### src/rtl/core/tde_scan.sv
`default_nettype none

// Find the lowest set bit of a vector
module tde_scan #(
    parameter int WIDTH = 32,
    localparam int IW = (WIDTH > 1) ? $clog2(WIDTH) : 1
) (
    input  logic [WIDTH-1:0] i_vec,
    output logic             o_found,
    output logic [IW-1:0]    o_index
);

    always_comb begin
        o_found = |i_vec;
        o_index = '0;
        for (int i = WIDTH - 1; i >= 0; i--) begin
            if (i_vec[i]) begin
                o_index = IW'(i);
            end
        end
    end

endmodule

`default_nettype wire

### config.mk
export PLATFORM = sky130hd
export DESIGN_NAME = tde_scan
export DESIGN_NICKNAME = d
export VERILOG_FILES = /design/src/rtl/core/tde_scan.sv
export SDC_FILE = /design/constraint.sdc
export NUM_CORES = 1
export LEC_CHECK = 0
export BUFFER_PORTS_ARGS = -buffer_cell sky130_fd_sc_hd__buf_2
export CAP_MARGIN = 10
export CORE_AREA = 8 8 45 47
export DETAILED_ROUTE_END_ITERATION = 7
export DIE_AREA = 0 0 53 55
export GPL_ROUTABILITY_DRIVEN = 0
export PLACE_DENSITY_LB_ADDON = 0.15
export SYNTH_ARGS = -nofsm -noshare
export SYNTH_HDL_FRONTEND = slang
export SYNTH_SLANG_ARGS = --single-unit
### constraint.sdc
create_clock -name vclk -period 1.4
set_input_delay 0.07 -clock vclk [all_inputs]
set_output_delay 0.07 -clock vclk [all_outputs]
set_load 0.02 [all_outputs]
# [After elaboration in Yosys (flattened, before gate mapping)]
# Cells that the tools add are included.
[op_classes] n_mux=32 n_reduce_logical=1
[op_table] operator="two-way mux 5 bit" n=32
[op_table] operator="OR reduction 32 bit" n=1
[totals] regBits=0 out_inout_bits=6 input_bits=32

# [Longest topological paths before layout]
[depth] ltp_word=32 mapped_depth=5 mapped_depth_nobuf=5

# [Worst setup path before layout]
# OpenSTA, ideal clock, no wires.
[synth_path] path_type="input to output" start="in i_vec[30]" end="out o_index[0]" stages=5 slack_ps=108 required_time_ps=1330 arrival_ps=1222 path_cell_list="nor3b_1 > nor3_1 > o31ai_1 > o2111ai_1 > a221oi_1"
[synth_via] elab_chain_len=31
[synth_rtl] item="start: declaration" line_no="8" source="input logic [WIDTH-1:0] i_vec,"
[synth_rtl] item="two-way mux 5 bit (31 in a row)" line_no="17" source="if (i_vec[i]) begin"
[synth_rtl] item="end: declaration" line_no="10" source="output logic [IW-1:0] o_index"
# No other way between the ends.

# [Worst setup path in the final report]
[layout_path] start="in i_vec[1]" end="out o_index[1]"
[layout_via] elab_chain_len=2
[layout_rtl] item="two-way mux 5 bit (2 in a row)" line_no="17"
# No other way between the ends.

==> results.json <==
{
  "status": "complete, no violations",
  "grt_pass1_vias": 545,
  "power.leakage_nw": 0.296,
  "maxCapViolCount": 0,
  "post_cts_buffers": 0,
  "period_share_pct": 96.2,
  "regArea_um2": 0,
  "synth_nets": 97,
  "ys_types": 24,
  "finalHoldViolations": 0,
  "syn-cell-area_um2": 385,
  "drv_slew": 0,
  "cts_hold_buf": 0,
  "syn_avg_cell_area_um2": 5.93,
  "nFlopsAndLatches": 0,
  "initial_core_util_pct": 27.8,
  "final_core_util_pct": 50.7,
  "fillers": 148,
  "netlist_instances": 65,
  "highest_layer": "met3",
  "final_nets": 139,
  "wire_per_inst_um": 13.3,
  "period_needed_ps": 1350,
  "slew_headroom_pct": 69.7,
  "ir_worst_vdd_uv": 95.6,
  "dr_wl_met3_um": 99,
  "drt_pass1_iterations": 4,
  "final_common_cell": "buf_2",
  "grt_setup_unrepaired": "true",
  "layout_common_cells": "buf_2 (34), nor2_1 (8), a21oi_1 (6), inv_1 (6)",
  "fin_hold_ws_ps": 410,
  "yosys_warnings": 0,
  "fmax_ghz": 0.743,
  "n_clock_buffer": 0,
  "hpwl_um": 1360,
  "worst_ep_arrival_time_ps": 1280,
  "area_growth_pct": 82.1,
  "synth-seq-area-share_pct": 0,
  "num_rows": 14,
  "dp_slack_ps": 47.1,
  "setup_ws_ps": 53.8,
  "grt_usage_pct": 8.88,
  "wl_met1_um": 673,
  "antenna_found_initial": 0,
  "vias": 646,
  "start_kind": "input port",
  "setup_viol": 0,
  "critPathKind": "in2out",
  "tightest_slew_ps": 450,
  "grt_max_degree": 6,
  "dieHeight_um": 55,
  "diodes": 0,
  "overflow": 0,
  "totalPowerFinal_mw": 0.163,
  "drive_gt1_share_pct": 52.4,
  "fp.dieArea_um2": 2920,
  "hp-class": "in2out",
  "cts_resized": 0,
  "p_per_area_nw_per_um2": 232,
  "crit_fanout": 4,
  "ant_nets": 0,
  "dr.first_iter.drc_count": 7,
  "grt_pass1_wl_um": 2180,
  "io_buffers": 38,
  "fin_setup_tns_ps": 0,
  "io-pin-count": 38,
  "core_area_um2": 1380,
  "worstSetupEndpointType": "output pin",
  "wl_met2_um": 836,
  "remaining_drc_errors": 0,
  "vias_per_cell": 5.34,
  "routed_wl_um": 1610,
  "die_w_um": 53,
  "worstPathRequired_ps": 1330
}
worst paths after layout:
check,start,endpoint,cells past startpoint
setup / recovery,i_vec[1],o_index[1],7
hold / removal,i_vec[0],o_index[0],3
cells in the mapped netlist (all sizes together):
cell type | n | area, µm²
nor2 | 10 | 37.5
a21oi | 7 | 35.0
nor3 | 7 | 45.0
nor4 | 7 | 43.8
inv | 6 | 22.5
o31ai | 4 | 30.0
or4 | 4 | 37.5
nand2 | 3 | 11.3
o21ai | 3 | 15.0
a2111oi | 2 | 17.5
nor3b | 2 | 15.0
a211oi | 1 | 7.51
a21boi | 1 | 11.3
a21o | 1 | 7.51
a221oi | 1 | 8.76
and2 | 1 | 6.26
nand3 | 1 | 5.00
nand4 | 1 | 6.26
nor2b | 1 | 6.26
o2111ai | 1 | 8.76
o21a | 1 | 7.51
kinds of logic after synthesis:
logic type             synth area share [%]
buffers and inverters                  5.84
AND/OR/NAND/NOR                        55.5
AO/OA/AOI/OAI                          38.6
per-layer routing:
layer / vias up / track usage [%]
met3: 0 / 1.07
met1: 287 / 12.1
met2: 17 / 15.4
li1: 342 / -
met4: 0 / 0
met5: - / 0
power breakdown:
part / switching (mW) / leakage, nW / internal, mW
Clock: 0 / 0 / 0
Sequential: 0 / 0 / 0
Combinational: 0.0882 / 0.296 / 0.0746
Total: 0.0882 / 0.296 / 0.0746
cell type report:
type                            instances  area (µm²)  share of cell area [%]
Inverter                                6        22.5                    3.21
Timing Repair Buffer                   40         223                    31.7
Multi-Input combinational cell         59         437                    62.2
Tap cell                               16        20.0                    2.85
metrics by stage:
step	cells	cell area (µm²)
floorplan	65	385
global placement	121	611
detailed placement	121	611
CTS	121	611
global route	121	702
finish	121	702
worst max-delay path, stage by stage:
cell	delay (ps)
buf_2	130
nor2_4	100
o31ai_4	80
or4_4	530
nor3_2	110
a21o_1	140
buf_6	110
(Power assumes the default switching activity.)
