[src/rtl/core/tde_ram.sv]
`default_nettype none

module tde_ram #(
    parameter int WIDTH = 8,
    parameter int DEPTH = 32,
    localparam int AW = (DEPTH > 1) ? $clog2(DEPTH) : 1
) (
    input  logic             i_clk,
    input  logic             i_we,
    input  logic [AW-1:0]    i_waddr,
    input  logic [WIDTH-1:0] i_wdata,
    input  logic [AW-1:0]    i_raddr,
    output logic [WIDTH-1:0] o_rdata
);

    logic [WIDTH-1:0] r_mem [DEPTH];
    logic [WIDTH-1:0] r_rdata;

    always_ff @(posedge i_clk) begin
        if (i_we) begin
            r_mem[i_waddr] <= i_wdata;
        end
        r_rdata <= r_mem[i_raddr];
    end

    assign o_rdata = r_rdata;

endmodule

`default_nettype wire

[config.mk]
export PLATFORM = sky130hd
export DESIGN_NAME = tde_ram
export DESIGN_NICKNAME = d
export VERILOG_FILES = /design/src/rtl/core/tde_ram.sv
export SDC_FILE = /design/constraint.sdc
export NUM_CORES = 1
export LEC_CHECK = 0
export BUFFER_PORTS_ARGS = -buffer_cell sky130_fd_sc_hd__clkbuf_2
export CAP_MARGIN = 15
export CORE_ASPECT_RATIO = 1.75
export CORE_UTILIZATION = 45
export CTS_CLUSTER_SIZE = 28
export DETAILED_ROUTE_END_ITERATION = 10
export PLACE_DENSITY = 0.69
export SYNTH_ARGS = -nofsm -noshare
export SYNTH_HDL_FRONTEND = slang
export SYNTH_SLANG_ARGS = --single-unit
export TNS_END_PERCENT = 100
[constraint.sdc]
create_clock -name i_clk -period 1.8 [get_ports i_clk]
set_clock_uncertainty 0.05 [all_clocks]
set_input_delay 0.09 -clock i_clk [delete_from_list [all_inputs] [get_ports i_clk]]
set_output_delay 0.09 -clock i_clk [all_outputs]
set_load 0.1 [all_outputs]
Word-level counts from Yosys, hierarchy flattened
Memories as Yosys holds them, arrays and structs flattened. A register that Yosys moved wholly into a read port is not among the register bits.
Cells that the tools add are included.
{"block": "classes", "add_sub_neg": 0, "n_mul": 0, "n_div": 0, "order_cmp": 0, "eq_ne": 0, "shifts": 0, "mux": 2, "bitwise_logic": 0, "n_reduce_logical": 0}
{"op": "$mux W1", "n": 2}
{"block": "word_totals", "reg_bits": 0, "latch_bits": 0, "mem_bits_rw": 256, "romBits": 0, "mem_count": 1}
{"name": "r_mem", "words": 32, "word_bits": 8, "rd": 1, "rd_ports_with_merged_regs": 1, "wr": 1, "line": "16", "source": "logic [WIDTH-1:0] r_mem [DEPTH];"}

Logic depth before layout (Yosys ltp)
Gate-level depths: netlist of the first run.
{"block": "depth", "ltp_word": 2, "mapped_depth": 5}

Worst setup path after synthesis of the first run
Ideal clock, no wire load.
{"block": "synth_timing", "path_kind": "input-to-reg", "startpoint": "input port i_raddr[2]", "endpoint": "register r_rdata[0], in the netlist o_rdata[0], read port of r_mem", "setup_time_ns": 0.121, "arrival_time_ns": 1.772, "path_slack_ns": -0.142, "stages": 5, "path_buffers": 2, "path_cell_list": "clkbuf_1 -> clkbuf_1 -> mux4_2 -> mux4_2 -> mux2_2"}
{"element": "from (decl)", "line": "12", "source": "input logic [AW-1:0] i_raddr,"}
{"element": "to (decl)", "line": "17", "source": "logic [WIDTH-1:0] r_rdata;"}

==> reports/results.tsv, run 1 <==
stage	metric	value	unit
worst_setup_path	Critical Path Start	r_mem[21][7]	
clocking	Reg clk slew, reported paths	0.07	ns
layout	commonest cells after routing, fill and taps aside	edfxtp_1, mux4_2, buf_4	
clocking	clk sinks	264	
pwr	sw power	2.607	mW
yosys	Syn Std Cell Area	0.01005	sq mm
place	Area after DPL	0.01085	sq mm
yosys	sequential share of the synthesized area	0.7806	
sta	final hold viol count	0	
pwr	clock share of power	0.367	
global_route	Overall Global Routing Usage	0.1913	
layout	final net count	511	
pwr	power share of the sequential group	0.562	
routing	vias per cell	5.561	
pwr	Sw Ratio	0.2134	
sta	setup slack after layout	-0.1058	ns
clocking	total CTS buffers	22	
worst_setup_path	Crit Reg-Reg Startpoint	r_mem[21][7]	
worst_setup_path	CP Launch Type	flop	
yosys	syn_area_per_cell	24.11	sq um
sta	final setup vio count	8	
die	I/O pins	28	
yosys	number of flops mapped to enable cells by yosys	256	
clocking	Worst-Skew Late Latency	0.51	ns
yosys	Distinct cells, synth	15	
sta	min Tclk post-route	1.906	ns
die	Die X	115.0	um
place	hpwl dp	13870	um
status	failing checks	setup timing	
die	area of the die	0.02297	sq mm
routing	Final ANT Viol Nets	0	
global_route	initial antenna violation count	0	
worst_setup_path	Reg2Reg Setup Slack	-0.11	ns
status	status	finished with violations	
die	core box area	0.02198	sq mm
clocking	clk buf depth	3	
worst_setup_path	Setup crit end	o_rdata[7]	
global_route	global-route wire length before repair	30550	um
yosys	ys async rst share	0	
layout	# fillers	1698	
hold_path	hold crit path type	in -> reg	
yosys	Yosys warnings	0	
place	port buffer count	27	
yosys	number of synthesized register bits	264	
yosys	Mapped Cells	417	
sta	Max Fclk	524.7	MHz
die	Die H	199.7	um
sta	RSZ-0062 raised after global routing	yes	
worst_setup_path	reg-to-reg endpoint	o_rdata[7]	
routing	# DRC	0	
clocking	CTS root buf	clkbuf_16	
routing	Avg WL per Cell	26.07	um
sta	max-slew violation count	0	
worst_setup_path	Reg2Reg Depth	3	
worst_setup_path	slowest CP cell	mux4_2	
worst_setup_path	Critical Path, Cell by Cell	mux4_2 -> mux4_2 -> mux2_2	
layout	Area Overhead vs Synth	14.83	%
yosys	Most used DFF post-synth	edfxtp_1	
global_route	vias in the first global route	4778	
sta	Worst-Margin Slew	0.7730	ns
layout	FF/Latch Area	0.007848	sq mm
sta	Slew headroom	0.4846	
routing	DR pass1 iterations	4	
clocking	htree depth	1	
yosys	syn nets	437	
worst_setup_path	CP peak stage delay	0.54	ns
worst_setup_path	Worst Setup End Kind	flop	
layout	antenna cells	0	
clocking	CTS tree	built	
global_route	grt ovf	0	
worst_setup_path	critical path fanouts, max	1	
run	max-cap violation count	0	
routing	DR vias	4454	
die	cell row count	72	
worst_setup_path	CP arrival	2.25	ns
sta	fin crit share	1.059	
layout	post-route cell area	0.01154	sq mm
pwr	Static Leakage	3.684	nW
layout	multi-input logic area	0.002118	sq mm
die	Initial Util	0.4574	
pwr	Peak VDD IR	820.7	uV
routing	WL final	20880	um
layout	share of cells above drive strength 1	0.3723	
layout	Core Util, Final	0.5252	
worst_setup_path	Setup Crit Path Kind	reg -> reg	
pwr	P_int	9.607	mW
pwr	Power Density	1058	mW/mm^2
place	RD Place Congestion	0.8148	
pwr	combinational group share of total power	0.071	
routing	initial drt markers	572	
global_route	pin count of the biggest net entering global routing	34	
worst_setup_path	CP most frequent cell	mux4_2	
worst_setup_path	WP data required	2.15	ns
layout	commonest non-fill, non-tap cell in the layout	edfxtp_1	
-- worst min path at each step --
stage | end | cells past startpoint | startpoint
after floorplan | r_mem[0][0] | 0 | i_wdata[0]
after global placement | o_rdata[7] | 2 | i_raddr[3]
after detailed placement | o_rdata[6] | 2 | i_raddr[3]
after CTS | o_rdata[7] | 3 | i_raddr[1]
after global routing | o_rdata[7] | 3 | i_raddr[1]
final | o_rdata[7] | 3 | i_raddr[1]
-- metal layers --
metal	global-route usage	routed length [um]	up-vias	share of wire
met5	0	0	-	0
met4	0.09043	752	0	0.036
met3	0.02275	837	27	0.040
met2	0.3664	12160	131	0.58
met1	0.2056	7130	2378	0.34
li1	-	-	1918	-
-- kinds of logic (layout without fill, tap and decap cells) --
kind of cell           after synthesis  after routing  synth area share
buffers and inverters               20            108           0.01058
and+or+nand+nor                     45             45           0.02066
muxes                               88             88            0.1882
DFF                                264            264            0.7806
-- cell type report --
| cell class | instances | share of cell area |
|---|---|---|
| clock inverter | 7 | 0.003035 |
| clock buffer | 31 | 0.05506 |
| tap | 296 | 0.03208 |
| sequential | 264 | 0.6797 |
| multi-input combinational | 133 | 0.1835 |
| timing repair buffer | 70 | 0.04660 |
-- sequential cells by signal, summed over array words and instances, names as in the netlist --
register,flops
r_mem,256
o_rdata,8
-- power by group through the flow --
stage	Sequential, mW	Clock (mW)	Combinational, mW
after floorplan	7.17	0	0.372
after global placement	6.99	0	0.852
after detailed placement	6.99	0	0.870
after CTS	6.86	4.59	0.879
after global routing	6.86	4.78	0.908
final	6.86	4.49	0.868
-- synth_stat cells, types with 2 or more instances --
library cell,instances,area share
mux4_2,80,0.18
dfxtp_1,8,0.016
or3b_2,3,0.0026
buf_1,6,0.0022
buf_4,6,0.0045
nor2_1,33,0.012
mux2_2,8,0.0090
clkbuf_1,6,0.0022
edfxtp_1,256,0.76
nand3b_1,5,0.0037
nand3_1,2,0.0010
-- per-stage QoR --
stage	hold slack [ns]	setup slack [ns]	power, mW	cells	setup TNS [ns]
floorplan	0.1389	0.005455	7.541	417	0
global placement	0.4632	-0.2536	7.840	762	-1.874
detailed placement	0.4676	-0.2847	7.864	762	-1.956
CTS	0.1812	-0.09314	12.33	801	-0.4257
global route	0.1982	-0.1355	12.55	801	-0.6195
finish	0.1879	-0.1058	12.21	801	-0.4184
-- worst max-delay path: cells and delay by family, from the launching register on --
kind / cells / cell delay, ns
flops: 1 / 0.39
mux: 3 / 1.35
-- timing repair --
item                                    CTS  global route
buffers inserted                          0             0
resized for setup                         3             2
hold buffers                              1             0
pin swaps                                 0             0
hold endpoints to repair                  8             0
endpoints found under the setup margin    8             8
No activity file was read; power rests on OpenSTA's default activity.
==> run 2: changes to the inputs <==
CTS_CLUSTER_DIAMETER = 80   (was unset)
SETUP_SLACK_MARGIN = 0.2   (was unset)
TNS_END_PERCENT = 1   (was 100)
==> run 2 against run 1 <==
Combinational power increased by 0.9%. Wire length rose by 4.3%. Sequential share of layout area is 1.2 points higher. First-iteration DRC count is 13% lower. Non-clock buffer count rose by 18. Count of clock-buffer cells in the layout fell by 11. The flow still finishes with violations (setup timing). Critical path depth stayed put. Register-to-register slack about the same. Hold slack got worse by 0.13 ns.
==> reports/results.tsv, run 2 (synthesis results as in run 1) <==
stage	metric	value	unit	change
clocking	cts hold-fix bufs	0		-1
die	I/O pins	28		unchanged
global_route	pin count of the biggest net entering global routing	33		-2.9%
global_route	Overall Global Routing Usage	0.1990		+0.007656
layout	Final Non-Filler Cells	802		+0.12%
layout	# fillers	1704		+0.35%
global_route	global-route wire length before repair	31770	um	+4.0%
layout	Core Util, Final	0.5162		-0.008993
die	cell row count	72		unchanged
routing	DR pass1 iterations	5		+1
clocking	Reg clk slew, reported paths	0.11	ns	+0.04 ns
layout	Area Overhead vs Synth	12.87	%	
global_route	vias in the first global route	4815		+0.77%
routing	Final ANT Viol Nets	0		unchanged
layout	commonest cells after routing, fill and taps aside	edfxtp_1, mux4_2, buf_4		
worst_setup_path	CP arrival	2.22	ns	-0.03 ns
sta	setup TNS	-0.3453	ns	+0.07307 ns
worst_setup_path	Worst Setup End Kind	flop		
hold_path	hold crit path type	in -> reg		
die	core box area	0.02198	sq mm	unchanged
layout	share of cells above drive strength 1	0.3814		+0.009146
die	Die X	115.0	um	unchanged
place	Area after DPL	0.01098	sq mm	+1.2%
clocking	CTS tree	built		
routing	initial drt markers	496		-13%
die	Initial Util	0.4574		unchanged
worst_setup_path	critical path fanouts, max	1		unchanged
sta	fin crit share	1.053		-0.006004
sta	final hold viol count	0		unchanged
sta	min Tclk post-route	1.895	ns	-0.01081 ns
layout	final net count	520		+1.8%
sta	Slew headroom	0.4785		-0.006118
layout	FF/Latch Area	0.007848	sq mm	unchanged
sta	setup slack after layout	-0.09503	ns	+0.01081 ns
status	failing checks	setup timing		
worst_setup_path	CP Launch Type	flop		
sta	Max Fclk	527.7	MHz	+0.57%
die	Die H	199.7	um	unchanged
layout	antenna cells	0		unchanged
run	max-cap violation count	0		unchanged
sta	max-slew violation count	0		unchanged
global_route	grt ovf	0		unchanged
clocking	clk buf depth	3		unchanged
pwr	Static Leakage	3.599	nW	-2.3%
die	area of the die	0.02297	sq mm	unchanged
status	status	finished with violations		
place	port buffer count	27		unchanged
layout	Reg with most FFs	r_mem		
pwr	Peak VDD IR	586.1	uV	-29%
clocking	CTS root buf	clkbuf_16		
clocking	clk sinks	264		unchanged
clocking	htree depth	1		unchanged
routing	Avg WL per Cell	27.16	um	+4.2%
pwr	Power Density	959.9	mW/mm^2	-9.3%
place	RD Place Congestion	0.7999		-1.8%
layout	multi-input logic area	0.002103	sq mm	-0.71%
sta	RSZ-0062 raised after global routing	yes		
worst_setup_path	Setup Crit Path Kind	reg -> reg		
routing	vias per cell	5.716		+2.8%
place	hpwl dp	15100	um	+8.8%
clocking	total CTS buffers	13		-41%
routing	WL final	21780	um	+4.3%
global_route	initial antenna violation count	0		unchanged
layout	max reg flops	256		unchanged
sta	Worst-Margin Slew	0.7822	ns	+0.009177 ns
worst_setup_path	WP data required	2.13	ns	-0.02 ns
place	dpl cells	781		+2.5%
layout	commonest non-fill, non-tap cell in the layout	edfxtp_1		
sta	final setup vio count	8		unchanged
routing	# DRC	0		unchanged
routing	DR vias	4584		+2.9%
clocking	Worst-Skew Late Latency	0.48	ns	-0.03 ns
layout	post-route cell area	0.01135	sq mm	-1.7%
==> run 2: changes by cell type in the layout (fill, tap and decap cells not counted), sizes merged <==
cell / previous run / this run
dlygate4sd3: 1 / 0
clkinv: 6 / 0
buf: 43 / 62
clkbuf: 57 / 46
==> run 2: area by class of cell <==
class	instances	share of cell area
clock buffer	20	0.03098
clock inverter	1	0.001433
timing repair buffer	88	0.05800
sequential	264	0.6916
multi-input combinational	133	0.1854
tap	296	0.03264
==> run 2: stage by stage <==
stage | worst slack (ns) | total power, mW | hold slack [ns]
after floorplan | 0.06295 | 7.563 | 0.1389
after CTS | -0.1117 | 10.97 | 0.04819
after global routing | -0.1077 | 11.16 | 0.05657
final | -0.09503 | 10.89 | 0.06075
after detailed placement | -0.3208 | 7.896 | 0.5414
after global placement | -0.2939 | 7.874 | 0.5437
==> run 2: timing repair <==
item	4_1_cts	5_1_grt
gates resized for setup	1	0
setup buffers	0	0
endpoints found under the hold margin	0	0
pin swaps	0	0
endpoints found under the setup margin	8	8
==> run 2: worst max-delay path, stage by stage (launching register included) <==
cell and delay (ns):
edfxtp_1 0.38, mux4_2 0.54, mux4_2 0.55, mux2_4 0.28
==> run 2: layer usage <==
metal / track usage / part of all wire / up-vias
met5: 0 / 0 / -
li1: - / - / 1924
met2: 0.3929 / 0.59 / 154
met4: 0.07840 / 0.034 / 0
met1: 0.2149 / 0.33 / 2466
met3: 0.01608 / 0.039 / 40
==> run 2: final timing paths <==
check               startpoint         end  slack, ns  cells after the start
hold / removal      i_raddr[3]  o_rdata[7]       0.06                      2
hold reg to reg    r_mem[5][7]  o_rdata[7]       0.86                      3
setup / recovery  r_mem[24][7]  o_rdata[7]       -0.1                      3
setup reg to reg  r_mem[24][7]  o_rdata[7]       -0.1                      3
==> run 2: report_power, final <==
part           total [mW]  internal [mW]  switching [mW]
Sequential           6.86           6.83          0.0376
Clock                3.15           1.39            1.76
Combinational       0.876          0.319           0.557
